**config.mk**
```make
export PLATFORM = sky130hd
export DESIGN_NAME = sample_format_convert_peak_meter_core
export DESIGN_NICKNAME = d
export VERILOG_FILES = /design/src/hdl/sfcpm_pkg.sv /design/src/hdl/sample_format_convert_peak_meter_core.sv
export SDC_FILE = /design/constraint.sdc
export NUM_CORES = 2
export LEC_CHECK = 0
export BUFFER_PORTS_ARGS = -buffer_cell sky130_fd_sc_hd__clkbuf_2
export CAP_MARGIN = 25
export CORE_MARGIN = 2
export CORE_UTILIZATION = 50
export CTS_BUF_LIST = sky130_fd_sc_hd__clkbuf_8
export DETAILED_ROUTE_END_ITERATION = 7
export PLACE_DENSITY_LB_ADDON = 0.08
export SLEW_MARGIN = 30
export SYNTH_ARGS = -nofsm -noshare
export SYNTH_HDL_FRONTEND = slang
export SYNTH_SLANG_ARGS = --single-unit
export TNS_END_PERCENT = 50
```
**constraint.sdc**
```tcl
create_clock -name clk -period 14.3 [get_ports clk]
set_input_delay 1.43 -clock clk [delete_from_list [all_inputs] [get_ports clk]]
set_output_delay 1.43 -clock clk [all_outputs]
set_load 0.01 [all_outputs]
```
**src/hdl/sfcpm_pkg.sv**
```systemverilog
`timescale 1ns / 1ps

package sfcpm_pkg;

  // Peak table size
  localparam int CHANNELS_DEFAULT = 32;
  localparam int CHANNEL_W        = 5;

  // Stream widths
  localparam int S_TDATA_W = 104;
  localparam int S_TUSER_W = 4;
  localparam int M_TDATA_W = 128;

  // Operation of one item
  typedef enum logic {
    MODE_DECODE = 1'b0,
    MODE_ENCODE = 1'b1
  } mode_t;

  // Raw sample formats
  typedef enum logic [2:0] {
    FMT_F32 = 3'd0,
    FMT_F64 = 3'd1,
    FMT_I32 = 3'd2,
    FMT_I16 = 3'd3,
    FMT_I24 = 3'd4
  } fmt_t;

  // Saturation values in Q1.31
  localparam logic [31:0] SAT_POS = 32'h7FFF_FFFF;
  localparam logic [31:0] SAT_NEG = 32'h8000_0000;

  // Largest peak magnitude (-1.0)
  localparam logic [31:0] PEAK_MAX = 32'h8000_0000;

  // 0.99 in Q0.16
  localparam logic [15:0] DECAY_Q16 = 16'd64881;

  // IEEE exponent fields
  localparam logic [7:0]  F32_EXP_SPECIAL = 8'hFF;
  localparam logic [7:0]  F32_EXP_ONE     = 8'd127;
  localparam logic [7:0]  F32_EXP_TOP     = 8'd126;
  localparam logic [10:0] F64_EXP_SPECIAL = 11'h7FF;
  localparam logic [10:0] F64_EXP_ONE     = 11'd1023;
  localparam logic [10:0] F64_EXP_SHIFT0  = 11'd1044;

endpackage

```
**src/hdl/sample_format_convert_peak_meter_core.sv**
```systemverilog
`timescale 1ns / 1ps
// An accepted item passes through the input register and then the result register.
// One item per cycle while m_axis_tready does not stall the result; all work for an item is one combinational pass
// between the input register and the result register, block maximum and peak tables
// are updated as the item moves into the result register.
// Reset (rst, synchronous, active high) clears the handshake state, the block maximum
// and both peak tables at once; no clearing pass.
module sample_format_convert_peak_meter_core #(
  parameter int CHANNELS = sfcpm_pkg::CHANNELS_DEFAULT
) (
  input  logic                             clk,
  input  logic                             rst,
  input  logic                             s_axis_tvalid,
  output logic                             s_axis_tready,
  // channel[4:0], raw_word[68:5], fixed_in[100:69], zero pad [103:101]
  input  logic [sfcpm_pkg::S_TDATA_W-1:0]  s_axis_tdata,
  // mode[0], sample_format[3:1]
  input  logic [sfcpm_pkg::S_TUSER_W-1:0]  s_axis_tuser,
  input  logic                             s_axis_tlast,
  output logic                             m_axis_tvalid,
  input  logic                             m_axis_tready,
  // fixed_out[31:0], raw_out[95:32], peak_level[127:96]
  output logic [sfcpm_pkg::M_TDATA_W-1:0]  m_axis_tdata,
  // peak_updated
  output logic                             m_axis_tlast
);

  import sfcpm_pkg::*;

  // Only channels reachable by the 5-bit field get storage
  localparam int MAX_CH = 1 << CHANNEL_W;
  localparam int DEPTH  = (CHANNELS < MAX_CH) ? CHANNELS : MAX_CH;
  localparam int IDX_W  = (DEPTH > 1) ? $clog2(DEPTH) : 1;

  // ---------------------------------------------------------------
  // Conversion helpers
  // ---------------------------------------------------------------
  function automatic logic [31:0] neg32(input logic [31:0] v);
    return ~v + 32'd1;
  endfunction

  function automatic logic [31:0] mag32(input logic [31:0] v);
    return v[31] ? neg32(v) : v;
  endfunction

  function automatic logic [31:0] dec_f32(input logic [31:0] b);
    logic [7:0]  ef;
    logic [30:0] m;
    logic [7:0]  sh;
    logic [31:0] q;
    ef = b[30:23];
    m  = {(ef != 8'd0), b[22:0], 7'd0};
    sh = F32_EXP_TOP - ef;
    q  = {1'b0, m >> sh};
    if (ef == F32_EXP_SPECIAL) begin
      if (b[22:0] != 23'd0) return 32'd0;
      return b[31] ? SAT_NEG : SAT_POS;
    end
    if (ef >= F32_EXP_ONE) return b[31] ? SAT_NEG : SAT_POS;
    return b[31] ? neg32(q) : q;
  endfunction

  function automatic logic [31:0] dec_f64(input logic [63:0] b);
    logic [10:0] ef;
    logic [52:0] m;
    logic [10:0] sh;
    logic [52:0] q;
    ef = b[62:52];
    m  = {(ef != 11'd0), b[51:0]};
    sh = F64_EXP_SHIFT0 - ef;
    q  = m >> sh;
    if (ef == F64_EXP_SPECIAL) begin
      if (b[51:0] != 52'd0) return 32'd0;
      return b[63] ? SAT_NEG : SAT_POS;
    end
    if (ef >= F64_EXP_ONE) return b[63] ? SAT_NEG : SAT_POS;
    return b[63] ? neg32(q[31:0]) : q[31:0];
  endfunction

  // Leading zero count of a nonzero magnitude
  function automatic logic [4:0] lzc32(input logic [31:0] v);
    logic [4:0] n;
    n = 5'd0;
    for (int i = 0; i < 32; i++) begin
      if (v[i]) n = 5'(31 - i);
    end
    return n;
  endfunction

  // ---------------------------------------------------------------
  // Handshake and input register
  // ---------------------------------------------------------------
  logic                  in_valid;
  logic                  in_valid_next;
  mode_t                 in_mode;
  logic [2:0]            in_fmt;
  logic [CHANNEL_W-1:0]  in_ch;
  logic [63:0]           in_raw;
  logic [31:0]           in_fx;
  logic                  in_last;
  logic                  out_free;
  logic                  move;
  logic                  s_take;

  assign out_free      = !m_axis_tvalid || m_axis_tready;
  assign move          = in_valid && out_free;
  assign s_axis_tready = !in_valid || out_free;
  assign s_take        = s_axis_tvalid && s_axis_tready;

  always_comb begin
    in_valid_next = in_valid;
    if (s_take) begin
      in_valid_next = 1'b1;
    end else if (move) begin
      in_valid_next = 1'b0;
    end
  end

  always_ff @(posedge clk) begin
    if (rst) begin
      in_valid <= 1'b0;
    end else begin
      in_valid <= in_valid_next;
    end
  end

  always_ff @(posedge clk) begin
    if (s_take) begin
      in_mode <= mode_t'(s_axis_tuser[0]);
      in_fmt  <= s_axis_tuser[3:1];
      in_ch   <= s_axis_tdata[4:0];
      in_raw  <= s_axis_tdata[68:5];
      in_fx   <= s_axis_tdata[100:69];
      in_last <= s_axis_tlast;
    end
  end

  // ---------------------------------------------------------------
  // Format conversion
  // ---------------------------------------------------------------
  logic [31:0] fx_mag;
  logic [4:0]  fx_lz;
  logic [31:0] fx_norm;
  logic [7:0]  f32_exp;
  logic [10:0] f64_exp;
  logic [31:0] q_i32;
  logic [46:0] q_i16_w;
  logic [54:0] q_i24_w;
  logic [15:0] q_i16;
  logic [23:0] q_i24;
  logic [31:0] dec_val;
  logic [63:0] enc_val;
  logic [31:0] fixed_val;
  logic [63:0] raw_val;
  logic [31:0] mag;

  assign fx_mag  = mag32(in_fx);
  assign fx_lz   = lzc32(fx_mag);
  assign fx_norm = fx_mag << fx_lz;
  assign f32_exp = 8'd127 - {3'd0, fx_lz};
  assign f64_exp = 11'd1023 - {6'd0, fx_lz};

  // x * (2^k - 1) / 2^31, truncated toward zero on the magnitude
  assign q_i32   = (fx_mag == 32'd0) ? 32'd0 : fx_mag - 32'd1;
  assign q_i16_w = {fx_mag, 15'd0} - {15'd0, fx_mag};
  assign q_i24_w = {fx_mag, 23'd0} - {23'd0, fx_mag};
  assign q_i16   = in_fx[31] ? (~q_i16_w[46:31] + 16'd1) : q_i16_w[46:31];
  assign q_i24   = in_fx[31] ? (~q_i24_w[54:31] + 24'd1) : q_i24_w[54:31];

  // Decode
  always_comb begin
    unique case (in_fmt)
      FMT_F32: dec_val = dec_f32(in_raw[31:0]);
      FMT_F64: dec_val = dec_f64(in_raw);
      FMT_I32: dec_val = in_raw[31:0];
      FMT_I16: dec_val = {in_raw[15:0], 16'd0};
      FMT_I24: dec_val = {in_raw[23:0], 8'd0};
      default: dec_val = 32'd0;
    endcase
  end

  // Encode
  always_comb begin
    unique case (in_fmt)
      FMT_F32: begin
        enc_val = (fx_mag == 32'd0) ? 64'd0 :
                  {32'd0, in_fx[31], f32_exp, fx_norm[30:8]};
      end
      FMT_F64: begin
        enc_val = (fx_mag == 32'd0) ? 64'd0 :
                  {in_fx[31], f64_exp, fx_norm[30:0], 21'd0};
      end
      FMT_I32: enc_val = {32'd0, in_fx[31] ? neg32(q_i32) : q_i32};
      FMT_I16: enc_val = {48'd0, q_i16};
      FMT_I24: enc_val = {40'd0, q_i24};
      default: enc_val = 64'd0;
    endcase
  end

  assign fixed_val = (in_mode == MODE_DECODE) ? dec_val : 32'd0;
  assign raw_val   = (in_mode == MODE_ENCODE) ? enc_val : 64'd0;
  assign mag       = (in_mode == MODE_DECODE) ? mag32(dec_val) : fx_mag;

  // ---------------------------------------------------------------
  // Block maximum and peak tables
  // ---------------------------------------------------------------
  logic [31:0]      block_max;
  logic [31:0]      block_max_next;
  logic [31:0]      bm_hit;
  logic [31:0]      in_peaks  [0:DEPTH-1];
  logic [31:0]      out_peaks [0:DEPTH-1];
  logic [IDX_W-1:0] idx;
  logic             ch_ok;
  logic [31:0]      old_peak;
  logic [47:0]      decay_prod;
  logic [31:0]      decayed;
  logic [31:0]      new_peak;
  logic [31:0]      peak_val;

  assign ch_ok      = (32'(in_ch) < 32'(DEPTH));
  assign idx        = in_ch[IDX_W-1:0];
  assign bm_hit     = (mag > block_max) ? mag : block_max;
  assign old_peak   = (in_mode == MODE_ENCODE) ? out_peaks[idx] : in_peaks[idx];
  assign decay_prod = old_peak * DECAY_Q16;
  assign decayed    = decay_prod[47:16];
  assign new_peak   = (bm_hit > decayed) ? bm_hit : decayed;
  assign peak_val   = !ch_ok ? 32'd0 : (in_last ? new_peak : old_peak);

  assign block_max_next = in_last ? 32'd0 : bm_hit;

  always_ff @(posedge clk) begin
    if (rst) begin
      block_max <= 32'd0;
    end else if (move) begin
      block_max <= block_max_next;
    end
  end

  always_ff @(posedge clk) begin
    if (rst) begin
      for (int i = 0; i < DEPTH; i++) begin
        in_peaks[i]  <= 32'd0;
        out_peaks[i] <= 32'd0;
      end
    end else if (move && in_last && ch_ok) begin
      if (in_mode == MODE_ENCODE) begin
        out_peaks[idx] <= new_peak;
      end else begin
        in_peaks[idx] <= new_peak;
      end
    end
  end

  // ---------------------------------------------------------------
  // Result register
  // ---------------------------------------------------------------
  always_ff @(posedge clk) begin
    if (rst) begin
      m_axis_tvalid <= 1'b0;
    end else if (move) begin
      m_axis_tvalid <= 1'b1;
    end else if (m_axis_tready) begin
      m_axis_tvalid <= 1'b0;
    end
  end

  always_ff @(posedge clk) begin
    if (move) begin
      m_axis_tdata <= {peak_val, raw_val, fixed_val};
      m_axis_tlast <= in_last;
    end
  end

`ifndef SYNTHESIS
  // Peak never exceeds the magnitude of -1.0
  assert property (@(posedge clk) disable iff (rst)
    m_axis_tvalid |-> (m_axis_tdata[127:96] <= PEAK_MAX))
    else $error("peak_level above full scale");

  // Only one of the decode and encode results can be nonzero
  assert property (@(posedge clk) disable iff (rst)
    m_axis_tvalid |-> (m_axis_tdata[31:0] == 32'd0 || m_axis_tdata[95:32] == 64'd0))
    else $error("both fixed_out and raw_out nonzero");

  // A block-ending item clears the running maximum
  assert property (@(posedge clk) disable iff (rst)
    (move && in_last) |=> (block_max == 32'd0))
    else $error("block maximum not cleared at end of block");

  // A held item in the input register is not dropped
  assert property (@(posedge clk) disable iff (rst)
    (in_valid && !out_free) |=> in_valid)
    else $error("input item lost while result stalled");
`endif

endmodule
```
; ---- Word-level counts from Yosys, hierarchy flattened
; Memories as Yosys holds them, arrays and structs flattened. A register that Yosys moved wholly into a read port is not among the register bits.
; Cells that the tools add are included.
[totals]
register_bits = 269
mem_bits_rw = 2048
output_inout_bits = 131
memories = 2
[classes]
n_addsub = 14
mul = 1
order_cmp = 4
eq_ne = 6
shift = 3
n_mux = 102
bitwise_logic = 7
reduce_logical = 17
[memory_table]
columns = memory, words, word_bits, read_ports, rd_clocked_by_memory_dff, wr, line_no
row1 = in_peaks, 32, 32, 1, 1, 32, sample_format_convert_peak_meter_core.sv:210  ; logic [31:0] in_peaks [0:DEPTH-1];
row2 = out_peaks, 32, 32, 1, 1, 32, sample_format_convert_peak_meter_core.sv:211  ; logic [31:0] out_peaks [0:DEPTH-1];
[ops]
columns = cell, count
row1 = $mux 32, 29
row2 = $pmux 64 s5, 1
row3 = $mux 5, 36
row4 = $add 32x1->32 const B, 5
row5 = $pmux 32 s5, 1
row6 = $not 32->32, 4
row7 = $gt 32x32->1, 2
row8 = $mux 64, 1
row9 = $reduce_or 32->1, 2
row10 = $sub 55x32->55, 1
row11 = $shr 53x11->32, 1
row12 = $reduce_bool 52->1, 1
row13 = $mul 32x16->48 const B, 1
row14 = $sub 47x32->47, 1
row15 = $logic_not 32->1, 1
row16 = $mux 1, 32
row17 = $not 31->32, 1
row18 = $shl 32x5->31, 1
row19 = $sub 32x1->32 const B, 1
row20 = $shr 31x8->31, 1
row21 = $add 24x1->24 const B, 1
row22 = $mux 24, 1
row23 = $not 24->24, 1
row24 = $reduce_bool 23->1, 1
row25 = other kinds (21), 27

; ---- Longest topological paths before layout
[depth]
ltp_word = 38
depth_mapped = 64
mapped_depth_nobuf = 53

; ---- Worst setup path after synthesis
; OpenSTA, ideal clock, no wires.
[synth_path]
path_kind = register to register
start = register with a tool-made name
end = memory in_peaks[10][26], data pin
setup_ns = 0.266
arrival_ns = 12.618
t_required_ns = 14.034
path_slack_ns = 1.416
stages_incl_launch_ff = 50
n_path_buf = 8
synth_period_minus_slack_ns = 12.884
cell_sequence = dfxtp_1 clkbuf_1 clkbuf_1 clkbuf_1 clkbuf_1 buf_1 mux4_2 mux4_2 mux2_2 nand2_1 o21ai_0 fa_1 inv_1 fa_1 inv_1 fa_1 fa_1 fa_1 (+14 left out) xnor2_1 ha_1 a21oi_1 nor2b_1 o21ai_0 nand2b_1 a21oi_1 nor2b_1 o21ai_0 nand2b_1 a21oi_1 a21oi_1 clkbuf_1 clkbuf_1 nor2_1 a21oi_1 clkbuf_1 nor2_1
[synth_rtl]
columns = item, line_no
row1 = "end, declared", sample_format_convert_peak_meter_core.sv:210

; ---- Final worst setup path
[layout_path]
start = register in_raw[52]
end = register m_axis_tdata[109] in the netlist's numbering, data pin
[layout_between]
elab_chain_len = 17
elab_cells_between_ends = 26
[layout_lines]
columns = item, line_no
row1 = "start, declared", sample_format_convert_peak_meter_core.sv:98  ; logic [63:0] in_raw;
row2 = "start signal, assigned", sample_format_convert_peak_meter_core.sv:132  ; in_raw <= s_axis_tdata[68:5];
row3 = $sub 11x11->11 or $reduce_bool 11->1 (tied branches), "sample_format_convert_peak_meter_core.sv:70, sample_format_convert_peak_meter_core.sv:69"
row4 = $shr 53x11->32, sample_format_convert_peak_meter_core.sv:71  ; q = m >> sh;
row5 = $not 32->32, sample_format_convert_peak_meter_core.sv:39  ; return ~v + 32'd1;
row6 = $add 32x1->32, sample_format_convert_peak_meter_core.sv:39
row7 = $mux 32 (2 in series), sample_format_convert_peak_meter_core.sv:77  ; return b[63] ? neg32(q[31:0]) : q[31:0];
row8 = $mux 32 *, sample_format_convert_peak_meter_core.sv:76  ; if (ef >= F64_EXP_ONE) return b[63] ? SAT_NEG : SAT_POS;
row9 = $pmux 32 s5 *, sample_format_convert_peak_meter_core.sv:172  ; unique case (in_fmt)
row10 = $not 32->32, sample_format_convert_peak_meter_core.sv:39
row11 = $add 32x1->32, sample_format_convert_peak_meter_core.sv:39
row12 = $mux 32 *, sample_format_convert_peak_meter_core.sv:43  ; return v[31] ? neg32(v) : v;
row13 = $mux 32 *, sample_format_convert_peak_meter_core.sv:202  ; assign mag = (in_mode == MODE_DECODE) ? mag32(dec_val) : fx_mag;
row14 = $gt 32x32->1, sample_format_convert_peak_meter_core.sv:222  ; assign bm_hit = (mag > block_max) ? mag : block_max;
row15 = $mux 32 *, sample_format_convert_peak_meter_core.sv:222
row16 = $gt 32x32->1, sample_format_convert_peak_meter_core.sv:226  ; assign new_peak = (bm_hit > decayed) ? bm_hit : decayed;
row17 = $mux 32 *, sample_format_convert_peak_meter_core.sv:226
row18 = $mux 32 *, sample_format_convert_peak_meter_core.sv:227  ; assign peak_val = !ch_ok ? 32'd0 : (in_last ? new_peak : old_peak);
row19 = named net peak_val[13], sample_format_convert_peak_meter_core.sv:218  ; logic [31:0] peak_val;
row20 = "end signal, assigned", sample_format_convert_peak_meter_core.sv:269  ; m_axis_tdata <= {peak_val, raw_val, fixed_val};
row21 = "end, declared", sample_format_convert_peak_meter_core.sv:23  ; output logic [sfcpm_pkg::M_TDATA_W-1:0] m_axis_tdata,
; The timed path passes the listed nets; every way through them passes the cells marked *. The select of a mux whose other input is x is not followed.
; A chain may end at the register's enable or synchronous reset.

==> out/qor_table.md <==
| Quantity | This run | Unit |
| --- | --- | --- |
| Outcome | complete, no violations | - |
| Prevailing post-synth register cell | edfxtp_1 | - |
| Die width | 507.2 | um |
| Number of sinks on the clock net | 2317 | - |
| Post-CTS Setup Inserts | 0 | - |
| Arrival time of the worst setup path | 14.42 | ns |
| H-tree level count | 5 | - |
| Clock latency at the later pin of the worst-skew pair | 1.07 | ns |
| Final Hold Vio Count | 0 | - |
| Max clock buf depth | 4 | - |
| Post-layout minimum cycle time | 13.70 | ns |
| Global-route wire length before repair | 641500 | um |
| Placement row count | 184 | - |
| RSZ-0062 raised after global routing | false | - |
| Clock root buffer master | clkbuf_8 | - |
| Worst Max-Slew Pin Slew | 1.128 | ns |
| Synth Instances | 10210 | - |
| Routability-driven placement congestion ratio | 0.9742 | - |
| Critical Path Max Stage Delay | 0.70 | ns |
| CTS Hold Bufs | 0 | - |
| Port-buffer cells | 239 | - |
| Most common cell after layout, fill and taps aside | nor2_1 | - |
| Global-route usage over all layers | 34.77 | % |
| Kind of end point of the critical path | flop | - |
| Core area | 251600 | um2 |
| Number of antenna violations at the first check in global routing | 19 | - |
| Uppermost metal layer occupied by signal nets | met5 | - |
| Met1 Routed Length | 172300 | um |
| Type of origin of the critical path | flop | - |
| Cts repair resizes | 0 | - |
| Total Die Area | 257200 | um2 |
| Residual DRC count | 0 | - |
| Initial cell density of the core | 50.30 | % |
| FF+latch count, synth | 2317 | - |
| Worst R2R End | m_axis_tdata[109]$_DFFE_PP_ | - |
| Sum of met2 wire segment lengths after detailed routing | 216100 | um |
| Via count of the first global-routing pass | 88880 | - |
| Setup violators final | 0 | - |
| Share of synthesized registers carrying an async set or reset | 0 | % |
| Total gr overflow | 0 | - |
| Routed wire length on met3 | 40330 | um |
| Count of antenna-violating nets left after detailed routing | 0 | - |
| Highest clock rate | 73.00 | MHz |
| Number of enable-type register cells in the synthesized netlist | 2278 | - |
| Vertical die dimension | 507.2 | um |
| Hold path start | block_max[14]$_SDFFE_PP0P_ | - |
| Number of stages on the worst hold path | 2 | - |
| Largest net degree at the start of global routing | 111 | - |
| CTS tree | built | - |
| Final period utilization | 95.79 | % |
| Synth-to-layout area growth | 10.59 | % |
| CTS clock-pin slew for the worst setup and hold paths | 0.06 | ns |
| Mean cell area of the mapped netlist | 12.40 | um2 |
| Yosys warning count | 0 | - |
| TritonCTS buffer count | 391 | - |
| TNS Setup | 0 | ns |
| Max-cap violations | 0 | - |
| Slack of the worst reg-to-reg path | 0.60 | ns |
| Final max-slew violation count | 0 | - |
| Standard cell with the maximum stage delay on the critical path | or4_1 | - |
| Unique masters post-synth | 114 | - |
| Routed wire length per instance | 32.12 | um |
| Commonest cells after routing, fill and taps aside | 2465 x nor2_1, 2278 x edfxtp_1, 664 x mux4_2 | - |
| CP required | 15.02 | ns |
| Worst hold-check path type | reg2reg | - |
| Final HPWL from detailed placement | 292800 | um |
| Nets | 10990 | - |
| Number of cells on the worst reg-to-reg path | 44 | - |
| Kind of critical path | reg2reg | - |
| Mean number of vias per cell | 6.400 | - |
| Worst slew slack as a fraction of its limit | 22.67 | % |
| Total routed wirelength | 451300 | um |
| Crit Path Max Fanout | 33 | - |
| Top-level I/O count | 244 | - |
| Number of nets in the synthesized netlist | 10810 | - |
| Worst clock skew | 0.1576 | ns |
| Fraction of layout instances using a drive strength above 1 | 19.23 | % |
| Hold EP | block_max[14]$_SDFFE_PP0P_ | - |
| Startpoint of the most critical register-to-register path | in_raw[52]$_DFFE_PP_ | - |
| Register area share after synthesis | 54.66 | % |
| Vias after detailed routing | 89940 | - |
| Number of optimization iterations in the first detailed-route pass | 6 | - |
| Synthesized cell area | 126600 | um2 |
| Initial detailed-routing violation count | 11370 | - |
| Fill count | 21110 | - |
==> synth_stat cells (all sizes together) (16+ instances only) <==
cell | number | area, um2
dfxtp | 39 | 780.8
a21oi | 248 | 1241
a31oi | 85 | 569.3
a211oi | 47 | 367.9
xor2 | 91 | 823.3
a22o | 21 | 183.9
o21a | 39 | 300.3
clkbuf | 565 | 2122
mux2i | 248 | 2482
inv | 377 | 1415
o31a | 16 | 140.1
nor3 | 107 | 535.5
o211ai | 43 | 322.8
xnor2 | 135 | 1209
or4 | 19 | 142.6
nand3 | 117 | 590.6
nor2 | 2467 | 9260
nor3b | 16 | 131.4
a41oi | 18 | 157.7
and3 | 32 | 200.2
ha | 284 | 3553
mux2 | 105 | 1186
nand2b | 141 | 882.1
nand2 | 471 | 1768
mux4 | 664 | 14950
and2 | 50 | 312.8
o31ai | 39 | 311.5
or2 | 27 | 168.9
fa | 200 | 4004
a221oi | 25 | 225.2
nand4 | 64 | 430.4
buf | 283 | 1373
a22oi | 58 | 435.4
o21ai | 249 | 1250
edfxtp | 2278 | 68410
o22ai | 49 | 306.5
nor4 | 54 | 395.4
or3 | 47 | 294.0
a21o | 48 | 360.4
nor2b | 45 | 284.0
==> critical path: cells and delay by family (launching register included) <==
family                     cells  cell delay (ns)
AOI/OAI and AO/OA             18             5.24
and+or+nand+nor               12             2.55
buffers and inverters          6             1.91
muxes                          4             1.46
adders and majority gates      3             1.25
xor gates and xnor gates       1             0.67
DFF                            1             0.31
==> flip-flops by register name (all words and copies together), names as in the netlist, 3 cells and up, named ones only <==
register / count
in_fx: 32
m_axis_tdata: 123
block_max: 32
out_peaks: 1024
in_fmt: 3
idx: 5
in_raw: 64
in_peaks: 1024
==> metal layers <==
metal  vias to the layer above  track usage, %
li1                      37980               -
met1                     46110           46.07
met2                      4912           56.95
met3                       919           5.743
met4                        10           15.00
met5                         -               0
==> worst max-delay path by stage <==
stage | startpoint | end | slack (ns) | cells after the start
6_report | in_raw[52]$_DFFE_PP_ | m_axis_tdata[109]$_DFFE_PP_ | 0.60 | 44
5_1_grt | in_raw[52]$_DFFE_PP_ | m_axis_tdata[117]$_DFFE_PP_ | 0.008 | 53
4_1_cts | in_raw[52]$_DFFE_PP_ | m_axis_tdata[117]$_DFFE_PP_ | 0.71 | 45
3_5_place_dp | in_raw[52]$_DFFE_PP_ | m_axis_tdata[117]$_DFFE_PP_ | 0.76 | 45
3_3_place_gp | in_raw[52]$_DFFE_PP_ | out_peaks[31][31]$_SDFFCE_PN0P_ | 0.33 | 44
2_1_floorplan | flop | in_peaks[10][26]$_SDFFCE_PN0P_ | 1.42 | 49
==> metrics by stage <==
| stage | hold WS [ns] | setup WS [ns] | utilization (%) | cells | area [um2] |
|---|---|---|---|---|---|
| final | 0.4644 | 0.6018 | 55.63 | 14050 | 140000 |
| after global routing | 0.4971 | 0.007892 | 55.62 | 14050 | 140000 |
| after CTS | 0.4636 | 0.7093 | 55.59 | 14040 | 139900 |
| after detailed placement | 0.4500 | 0.7635 | 52.83 | 13340 | 132900 |
| after global placement | 0.4336 | 0.3251 | 52.79 | 13340 | 132800 |
| after floorplan | 0.4250 | 1.416 | - | 10210 | 126600 |
==> layout make-up <==
type | count | area, um2 | share of cell area (%)
repair buffers | 635 | 4975 | 3.554
well taps | 3348 | 4189 | 2.993
clock buffers | 392 | 5395 | 3.854
diodes | 8 | 20.02 | 0.01430
flip-flops and latches | 2317 | 69200 | 49.44
multi-input cells | 6658 | 53170 | 37.99
inverters | 388 | 1471 | 1.051
clock inverters | 306 | 1555 | 1.111
==> logic make-up (layout without fill, tap and decap cells) <==
family / count (synthesis) / after routing / share of synthesized area, %
muxes: 1017 / 1017 / 14.71
AOI/OAI and AO/OA: 1229 / 1229 / 6.675
xor gates and xnor gates: 226 / 226 / 1.605
adders and majority gates: 484 / 484 / 5.970
other: 1 / 9 / 0.002963
DFF: 2317 / 2317 / 54.66
and+or+nand+nor: 3701 / 3701 / 12.46
buffers and inverters: 1236 / 1721 / 3.911
Power is not shown: default switching activity piles up to over one toggle a cycle in this logic, so the estimate is an artifact.
